===== src/rtl/ecc_pkg.sv =====
`timescale 1ns / 1ps

package ecc_pkg;

    // Input operation codes
    localparam logic       OP_PRESS = 1'b0;
    localparam logic       OP_TICK  = 1'b1;

    // Button kinds
    localparam logic [1:0] BTN_CAR       = 2'd0;
    localparam logic [1:0] BTN_HALL_UP   = 2'd1;
    localparam logic [1:0] BTN_HALL_DOWN = 2'd2;

    // Request kind held at each floor
    localparam logic [1:0] KIND_NONE = 2'd0;
    localparam logic [1:0] KIND_CAR  = 2'd1;
    localparam logic [1:0] KIND_HALL = 2'd2;

    // Hall direction held at each floor
    localparam logic [1:0] HALL_UP   = 2'd0;
    localparam logic [1:0] HALL_DOWN = 2'd1;
    localparam logic [1:0] HALL_BOTH = 2'd2;
    localparam logic [1:0] HALL_NO   = 2'd3;

    // Car status
    localparam logic [1:0] ST_OPEN   = 2'd0;
    localparam logic [1:0] ST_CLOSED = 2'd1;
    localparam logic [1:0] ST_RUN    = 2'd2;
    localparam logic [1:0] ST_STOP   = 2'd3;

    // Travel direction
    localparam logic [1:0] DIR_UP    = 2'd0;
    localparam logic [1:0] DIR_DOWN  = 2'd1;
    localparam logic [1:0] DIR_STILL = 2'd2;

    // Commands from the controller to one floor cell
    localparam logic [2:0] CELL_NOP       = 3'd0;
    localparam logic [2:0] CELL_CLEAR     = 3'd1;
    localparam logic [2:0] CELL_CAR       = 3'd2;
    localparam logic [2:0] CELL_HALL_UP   = 3'd3;
    localparam logic [2:0] CELL_HALL_DOWN = 3'd4;
    localparam logic [2:0] CELL_SET_DOWN  = 3'd5;
    localparam logic [2:0] CELL_SET_UP    = 3'd6;

    typedef struct packed {
        logic       operation;
        logic [1:0] button_kind;
        logic [2:0] button_floor;
    } item_t;

    typedef struct packed {
        logic [2:0] car_floor;
        logic [1:0] car_status;
        logic [1:0] travel_direction;
    } result_t;

    // Pending-request flags: any request, any not hall-down only, any not hall-up only
    typedef struct packed {
        logic any;
        logic not_down;
        logic not_up;
    } scan_t;

    typedef struct packed {
        logic [1:0] kind;
        logic [1:0] hall;
        scan_t      own;
        scan_t      above;
        scan_t      below;
    } cell_view_t;

    function automatic scan_t scan_or(input scan_t a, input scan_t b);
        scan_t r;
        r.any      = a.any | b.any;
        r.not_down = a.not_down | b.not_down;
        r.not_up   = a.not_up | b.not_up;
        return r;
    endfunction

endpackage


===== src/rtl/ecc_cell.sv =====
`timescale 1ns / 1ps

module ecc_cell
    import ecc_pkg::*;
(
    input  logic       clk,
    input  logic       rst_n,
    input  logic [2:0] op,
    input  scan_t      from_above,
    input  scan_t      from_below,
    output scan_t      to_above,
    output scan_t      to_below,
    output cell_view_t view
);

    logic [1:0] kind_reg, kind_next;
    logic [1:0] hall_reg, hall_next;
    scan_t      above_reg;
    scan_t      below_reg;
    scan_t      own;

    always_comb
    begin
        kind_next = kind_reg;
        hall_next = hall_reg;
        unique case (op)
            CELL_CLEAR:
            begin
                kind_next = KIND_NONE;
                hall_next = HALL_NO;
            end
            CELL_CAR:
            begin
                kind_next = KIND_CAR;
            end
            CELL_HALL_UP:
            begin
                kind_next = KIND_HALL;
                hall_next = (hall_reg == HALL_DOWN || hall_reg == HALL_BOTH) ? HALL_BOTH
                                                                             : HALL_UP;
            end
            CELL_HALL_DOWN:
            begin
                kind_next = KIND_HALL;
                hall_next = (hall_reg == HALL_UP || hall_reg == HALL_BOTH) ? HALL_BOTH
                                                                           : HALL_DOWN;
            end
            CELL_SET_DOWN: hall_next = HALL_DOWN;
            CELL_SET_UP:   hall_next = HALL_UP;
            default:       ;
        endcase
    end

    assign own.any      = (kind_reg != KIND_NONE);
    assign own.not_down = (kind_reg != KIND_NONE) && (hall_reg != HALL_DOWN);
    assign own.not_up   = (kind_reg != KIND_NONE) && (hall_reg != HALL_UP);

    // Each cell summarises everything beyond it; the summaries ripple one floor a cycle.
    assign to_below = scan_or(own, above_reg);
    assign to_above = scan_or(own, below_reg);

    always_ff @(posedge clk or negedge rst_n)
    begin
        if (!rst_n)
        begin
            kind_reg  <= KIND_NONE;
            hall_reg  <= HALL_NO;
            above_reg <= '0;
            below_reg <= '0;
        end
        else
        begin
            kind_reg  <= kind_next;
            hall_reg  <= hall_next;
            above_reg <= from_above;
            below_reg <= from_below;
        end
    end

    assign view.kind  = kind_reg;
    assign view.hall  = hall_reg;
    assign view.own   = own;
    assign view.above = above_reg;
    assign view.below = below_reg;

endmodule


===== src/rtl/elevator_collective_controller.sv =====
`timescale 1ns / 1ps
// A transaction is taken while idle, executed in SEQ_EXEC, then held in SEQ_SETTLE while the
// request summaries ripple through the row of floor cells one floor per cycle; the result
// strobe follows SEQ_SETTLE. No transaction is taken while busy; start may be raised again in
// the cycle of the strobe. The receiver cannot stall.
// Reset: asynchronous, active low; all floors clear, car at floor 0, stopped, still.
module elevator_collective_controller
    import ecc_pkg::*;
#(
    parameter int NUM_FLOORS = 8
)
(
    input  logic    clk,
    input  logic    rst_n,
    input  logic    start,
    input  item_t   item,
    output logic    busy,
    output logic    done,
    output result_t result
);

    localparam int FW = $clog2(NUM_FLOORS);

    localparam logic [1:0] SEQ_IDLE   = 2'd0;
    localparam logic [1:0] SEQ_EXEC   = 2'd1;
    localparam logic [1:0] SEQ_SETTLE = 2'd2;

    logic [1:0]    state_reg, state_next;
    logic [FW-1:0] cnt_reg, cnt_next;
    item_t         item_reg;
    logic [FW-1:0] floor_reg, floor_next;
    logic [1:0]    status_reg, status_next;
    logic [1:0]    direction_reg, direction_next;
    logic          done_reg;
    result_t       result_reg;

    cell_view_t    views [NUM_FLOORS];
    scan_t         up_link [NUM_FLOORS];
    scan_t         down_link [NUM_FLOORS];
    logic [2:0]    press_op;
    logic [2:0]    tick_op;
    cell_view_t    cur;
    logic          here;
    logic          accept;

    assign accept = start && !busy;
    assign busy   = (state_reg != SEQ_IDLE);

    genvar gi;
    generate
        for (gi = 0; gi < NUM_FLOORS; gi++)
        begin : g_cell
            logic [2:0] cell_op;
            scan_t      from_above;
            scan_t      from_below;

            assign from_above = (gi == NUM_FLOORS - 1) ? scan_t'('0) : down_link[gi + 1];
            assign from_below = (gi == 0) ? scan_t'('0) : up_link[gi - 1];

            always_comb
            begin
                cell_op = CELL_NOP;
                if (state_reg == SEQ_EXEC)
                begin
                    if (item_reg.operation == OP_TICK)
                    begin
                        if (floor_reg == FW'(gi))
                            cell_op = tick_op;
                    end
                    else if (int'(item_reg.button_floor) == gi)
                    begin
                        cell_op = press_op;
                    end
                end
            end

            ecc_cell u_cell (
                .clk        (clk),
                .rst_n      (rst_n),
                .op         (cell_op),
                .from_above (from_above),
                .from_below (from_below),
                .to_above   (up_link[gi]),
                .to_below   (down_link[gi]),
                .view       (views[gi])
            );
        end
    endgenerate

    always_comb
    begin
        unique case (item_reg.button_kind)
            BTN_CAR:       press_op = CELL_CAR;
            BTN_HALL_UP:   press_op = CELL_HALL_UP;
            BTN_HALL_DOWN: press_op = CELL_HALL_DOWN;
            default:       press_op = CELL_NOP;
        endcase
    end

    assign cur  = views[floor_reg];
    assign here = cur.own.any;

    // Tick rules, evaluated against summaries that have fully settled.
    always_comb
    begin
        floor_next     = floor_reg;
        status_next    = status_reg;
        direction_next = direction_reg;
        tick_op        = CELL_NOP;
        unique case (status_reg)
            ST_STOP:
            begin
                if (here)
                begin
                    tick_op     = CELL_CLEAR;
                    status_next = ST_OPEN;
                end
                else if (cur.above.any)
                begin
                    direction_next = DIR_UP;
                    status_next    = ST_RUN;
                end
                else if (cur.below.any)
                begin
                    direction_next = DIR_DOWN;
                    status_next    = ST_RUN;
                end
            end
            ST_RUN:
            begin
                if (direction_reg == DIR_UP)
                begin
                    if (here && cur.hall != HALL_DOWN)
                        status_next = ST_OPEN;
                    else if (cur.above.any)
                        floor_next = floor_reg + 1'b1;
                    else if (here)
                        status_next = ST_OPEN;
                    else if (cur.below.any)
                        direction_next = DIR_DOWN;
                end
                else
                begin
                    // Running with no direction behaves as running down.
                    if (here && cur.hall != HALL_UP)
                        status_next = ST_OPEN;
                    else if (cur.below.any)
                        floor_next = floor_reg - 1'b1;
                    else if (here)
                        status_next = ST_OPEN;
                    else if (cur.above.any)
                        direction_next = DIR_UP;
                end
            end
            ST_OPEN:
            begin
                status_next = ST_CLOSED;
                if (direction_reg == DIR_UP)
                begin
                    if (cur.kind == KIND_HALL && cur.hall == HALL_BOTH)
                        tick_op = CELL_SET_DOWN;
                    else if (here)
                        tick_op = CELL_CLEAR;
                end
                else if (direction_reg == DIR_DOWN)
                begin
                    if (cur.kind == KIND_HALL && cur.hall == HALL_BOTH)
                        tick_op = CELL_SET_UP;
                    else if (here)
                        tick_op = CELL_CLEAR;
                end
                else
                begin
                    tick_op = CELL_CLEAR;
                end
            end
            default:
            begin
                if (direction_reg == DIR_UP)
                begin
                    if (cur.own.not_down || cur.above.not_down)
                    begin
                        status_next = ST_RUN;
                    end
                    else if (cur.below.not_up)
                    begin
                        status_next    = ST_RUN;
                        direction_next = DIR_DOWN;
                    end
                    else
                    begin
                        status_next    = ST_STOP;
                        direction_next = DIR_STILL;
                    end
                end
                else
                begin
                    if (cur.below.not_up)
                    begin
                        status_next = ST_RUN;
                    end
                    else if (cur.own.not_down || cur.above.not_down)
                    begin
                        status_next    = ST_RUN;
                        direction_next = DIR_UP;
                    end
                    else
                    begin
                        status_next    = ST_STOP;
                        direction_next = DIR_STILL;
                    end
                end
            end
        endcase
    end

    always_comb
    begin
        state_next = state_reg;
        cnt_next   = cnt_reg;
        unique case (state_reg)
            SEQ_IDLE:
            begin
                if (accept)
                    state_next = SEQ_EXEC;
            end
            SEQ_EXEC:
            begin
                cnt_next   = '0;
                state_next = SEQ_SETTLE;
            end
            SEQ_SETTLE:
            begin
                cnt_next = cnt_reg + 1'b1;
                if (cnt_reg == FW'(NUM_FLOORS - 2))
                    state_next = SEQ_IDLE;
            end
            default: state_next = SEQ_IDLE;
        endcase
    end

    always_ff @(posedge clk or negedge rst_n)
    begin
        if (!rst_n)
        begin
            state_reg     <= SEQ_IDLE;
            cnt_reg       <= '0;
            floor_reg     <= '0;
            status_reg    <= ST_STOP;
            direction_reg <= DIR_STILL;
            done_reg      <= 1'b0;
        end
        else
        begin
            state_reg <= state_next;
            cnt_reg   <= cnt_next;
            done_reg  <= (state_reg == SEQ_SETTLE) && (state_next == SEQ_IDLE);
            if (state_reg == SEQ_EXEC && item_reg.operation == OP_TICK)
            begin
                floor_reg     <= floor_next;
                status_reg    <= status_next;
                direction_reg <= direction_next;
            end
        end
    end

    always_ff @(posedge clk)
    begin
        if (accept)
            item_reg <= item;
        if (state_reg == SEQ_SETTLE)
        begin
            result_reg.car_floor        <= 3'(floor_reg);
            result_reg.car_status       <= status_reg;
            result_reg.travel_direction <= direction_reg;
        end
    end

    assign done   = done_reg;
    assign result = result_reg;

    a_done_when_free : assert property (@(posedge clk) disable iff (!rst_n)
        done |-> !busy)
        else $error("result strobe while a transaction is still in progress");

    a_floor_range : assert property (@(posedge clk) disable iff (!rst_n)
        int'(floor_reg) < NUM_FLOORS)
        else $error("car floor beyond the top floor");

    a_accept_busy : assert property (@(posedge clk) disable iff (!rst_n)
        (start && !busy) |=> busy && !done)
        else $error("accepted transaction did not make the controller busy");

    a_done_after_settle : assert property (@(posedge clk) disable iff (!rst_n)
        done |-> $past(state_reg == SEQ_SETTLE))
        else $error("result strobe without a completed settle phase");

endmodule

===== config.mk =====
export PLATFORM = sky130hd
export DESIGN_NAME = elevator_collective_controller
export DESIGN_NICKNAME = d
export VERILOG_FILES = /design/src/rtl/ecc_pkg.sv /design/src/rtl/ecc_cell.sv /design/src/rtl/elevator_collective_controller.sv
export SDC_FILE = /design/constraint.sdc
export NUM_CORES = 1
export LEC_CHECK = 0
export BUFFER_PORTS_ARGS = -buffer_cell sky130_fd_sc_hd__buf_2
export CAP_MARGIN = 0
export CORE_MARGIN = 2
export CORE_UTILIZATION = 45
export CTS_CLUSTER_DIAMETER = 40
export CTS_CLUSTER_SIZE = 40
export DETAILED_ROUTE_END_ITERATION = 8
export HOLD_SLACK_MARGIN = 0.02
export PLACE_DENSITY_LB_ADDON = 0.2
export SLEW_MARGIN = 20
export SYNTH_ARGS = -nofsm -noshare
export SYNTH_HDL_FRONTEND = slang
export SYNTH_SLANG_ARGS = --single-unit

===== constraint.sdc =====
create_clock -name clk -period 8.2 [get_ports clk]
set_clock_uncertainty 0.2 [all_clocks]
set_input_delay 0.82 -clock clk [delete_from_list [all_inputs] [get_ports clk]]
set_output_delay 0.82 -clock clk [all_outputs]
set_load 0.02 [all_outputs]

==> flow_metrics.tcl <==
set metrics [dict create \
    status "finished, final reports clean" \
    dieArea_mm2 0.0139 \
    clk_path_buf_depth 2 \
    syn_nets 662 \
    grt_use_total 0.237 \
    synth_ff_type "dfrtp_1" \
    hold_path.class "register to register" \
    pin_count 18 \
    reg2regPathDepth 8 \
    drt-total-wl_mm 16.1 \
    dp_cells 785 \
    cts_tree "done" \
    min_period_over_period 0.517 \
    power.density_mw_per_mm2 373 \
    finalHoldViolations 0 \
    worstPathRequired_ns 8.25 \
    setup_violations 0 \
    synth_area_mm2 0.00584 \
    post_cts_resized 0 \
    wl_per_cell_um 20.1 \
    grt_overflow_total 0 \
    dieWidth_um 118 \
    fmax_ghz 0.236 \
    rows 41 \
    synth_edf_count 13 \
    synth_cell_types 81 \
    clock_sink_count 86 \
    leakage_nw 2.57 \
    root_buffer "clkbuf_16" \
    coreArea_mm2 0.0126 \
    drc 0 \
    ctsHtreeMaxLevel 3 \
    globalRouteMet2Util 0.389 \
    yosysWarnings 0 \
    synth_area_leaders "dfrtp_1 23%, ha_1 8.8%, dfstp_2 8.6%" \
    area_growth_syn_to_layout_pct 8.57 \
    synth.area.mux_share 0.0877 \
    fill_cells 1209 \
    start_kind "register" \
    slew_headroom 0.312 \
    drv_cap 0 \
    synth_top_family_by_area "compound AO/OA/AOI/OAI gates" \
    drive_above_1_share 0.134 \
    ys_seq_area_frac 0.384 \
    rsz0062_at_grt "no" \
    synthesis.instances 612 \
    top_usage_layer "met2" \
    cts_setup_buffers 0 \
    layout.cells.non_filler 801 \
    arrival_ns 4.29 \
    synth_top_area_cell "dfrtp_1" \
    synth_adder_area_share 0.0896 \
    start_util 0.463 \
    num_antenna_cells 0 \
    dr_total_vias 4933 \
    cp_max_fo 25 \
    yosys_register_bits 86 \
    vdd_drop_max_mv 0.171 \
    grt_pass1_vias 4671 \
    grt_pass1_wl_mm 25.5 \
    slew_viol_final 0 \
    gp_congestion 0.955 \
    die_h_um 118 \
    grt_max_degree 74 \
    tightest_slew_ns 1.03 \
    dr.first_iter.drc_count 459 \
    largest_register_ffs 28 \
    cp-end-kind "register" \
    cts_hold_buf 0 \
    clk_pin_slew_ns 0.07 \
    grtUsageMet1 0.311 \
    antenna_found_initial 0 \
    layout_min_cycle_time_ns 4.24 \
    grt.met3_usage 0.0354 \
    numPortBuffers 17 \
    clock_latency_ns 0.36 \
    nNetsFinal 674 \
    synthXorXnorAreaFrac 0.00750 \
    viasPerCell 6.16 \
    synth-compound-area-share 0.201 \
    cts-buffers-inserted 9 \
    synth_top_area_share 0.232 \
    syn_avg_cell_area_um2 9.54 \
    holdPathStages 1 \
    async_flop_share 0.849 \
    setup-tns-final_ns 0 \
    path_class "register to register" \
    dr.pass1.iters 5 \
    antenna_left 0 \
    hpwlAfterDp_mm 12.1 \
    yosys.area_share.simple 0.186 \
]
cell usage in the layout, fill, tap and decap left out, types with 9 or more instances in the layout:
cell       synthesis  final
nor2_1            68     68
dfrtp_1           54     54
nand2_1           44     44
inv_1             42     42
ha_1              41     41
o21ai_0           31     31
a21oi_1           31     31
dfstp_2           19     19
nand3_1           16     16
or3_1             16     16
buf_2              1     16
o21bai_1          14     14
edfxtp_1          13     13
mux2i_1           11     11
nand2b_1          11     11
nor3_1            10     10
clkbuf_16          0      9
worst max-delay path: stages, from the launching register on:
cell and delay (ns):
dfrtp_1 0.96, inv_1 0.33, mux4_2 0.51, mux2i_1 0.43, o21ai_0 0.20, o211a_1 0.42, o22ai_1 0.57, o21ai_0 0.19
a221o_1 0.31
metal layers:
layer  part of all wire  vias up  routed length, um
li1                   -     2275                  -
met1               0.44     2442               7050
met2               0.48      188               7770
met3              0.050       28                806
met4              0.030        0                480
met5                  0        -                  0
synth_stat cells (all sizes together) (4+ instances only):
master,instances
nor4,4
dfrtp,54
mux2i,12
inv,43
or3,16
and3,6
o21ai,32
a221o,4
o221ai,7
o22ai,8
o31ai,5
nand2,45
a21o,6
or4,4
edfxtp,13
a2bb2oi,4
dfstp,19
mux2,8
a211oi,6
o22a,5
or2,5
nand2b,11
xnor2,4
nor3,11
nor2,68
a41oi,4
ha,41
nor2b,8
a31oi,4
o21bai,14
nand3,16
a21oi,31
nor3b,4
and2,8
buf,8
clkbuf,11
mux4,12
a21boi,4
power breakdown:
group / internal [mW] / total, mW / switching, mW
Sequential: 0.626 / 0.815 / 0.189
Combinational: 0.450 / 1.17 / 0.719
Clock: 0.202 / 0.380 / 0.178
worst paths after layout:
| path | from | end | slack [ns] |
|---|---|---|---|
| worst min-delay path | g_cell[1].u_cell.view[2]$_DFF_PN0_ | g_cell[2].u_cell.view[2]$_DFF_PN0_ | 0.27 |
| worst max register to register | floor_reg[1]$_DFFE_PN0P_ | g_cell[7].u_cell.kind_reg[1]$_DFFE_PN0P_ | 3.96 |
| max in group asynchronous | rst_n | g_cell[1].u_cell.kind_reg[0]$_DFFE_PN0P_ | 6.76 |
| worst min register to register | g_cell[1].u_cell.view[2]$_DFF_PN0_ | g_cell[2].u_cell.view[2]$_DFF_PN0_ | 0.27 |
| min in group asynchronous | rst_n | g_cell[5].u_cell.view[2]$_DFF_PN0_ | 0.41 |
| worst max-delay path | floor_reg[1]$_DFFE_PN0P_ | g_cell[7].u_cell.kind_reg[1]$_DFFE_PN0P_ | 3.96 |
logic make-up (layout without fill, tap and decap cells):
| logic type | count (synthesis) | count (layout) |
|---|---|---|
| AO/OA/AOI/OAI | 167 | 167 |
| XOR/XNOR | 5 | 5 |
| adder cells (fa/ha/maj) | 42 | 42 |
| buffers and inverters | 63 | 80 |
| flip-flops | 86 | 86 |
| multiplexers | 32 | 32 |
| AND/OR/NAND/NOR | 217 | 217 |
per-stage QoR:
stage               area, um^2  worst slack, ns  hold slack, ns   util  power [mW]
CTS                       6340             3.99           0.269  0.502        2.35
floorplan                 5840             4.86           0.232      -        1.61
global placement          6070             4.18           0.259  0.481        1.94
finish                    6340             3.96           0.268  0.502        2.36
detailed placement        6070             4.01           0.263  0.481        1.96
global route              6340             3.63           0.286  0.502        2.51
cell type report:
| class | instances | area (um^2) | share of cell area |
|---|---|---|---|
| clock inverter | 7 | 41.3 | 0.00652 |
| clock buffer | 9 | 225 | 0.0355 |
| tap | 172 | 215 | 0.0340 |
| inverter | 44 | 165 | 0.0261 |
| multi-input combinational | 463 | 3340 | 0.527 |
| sequential | 86 | 2240 | 0.354 |
| timing repair buffer | 20 | 110 | 0.0174 |
Note: power is estimated with default switching activity, not from simulation.
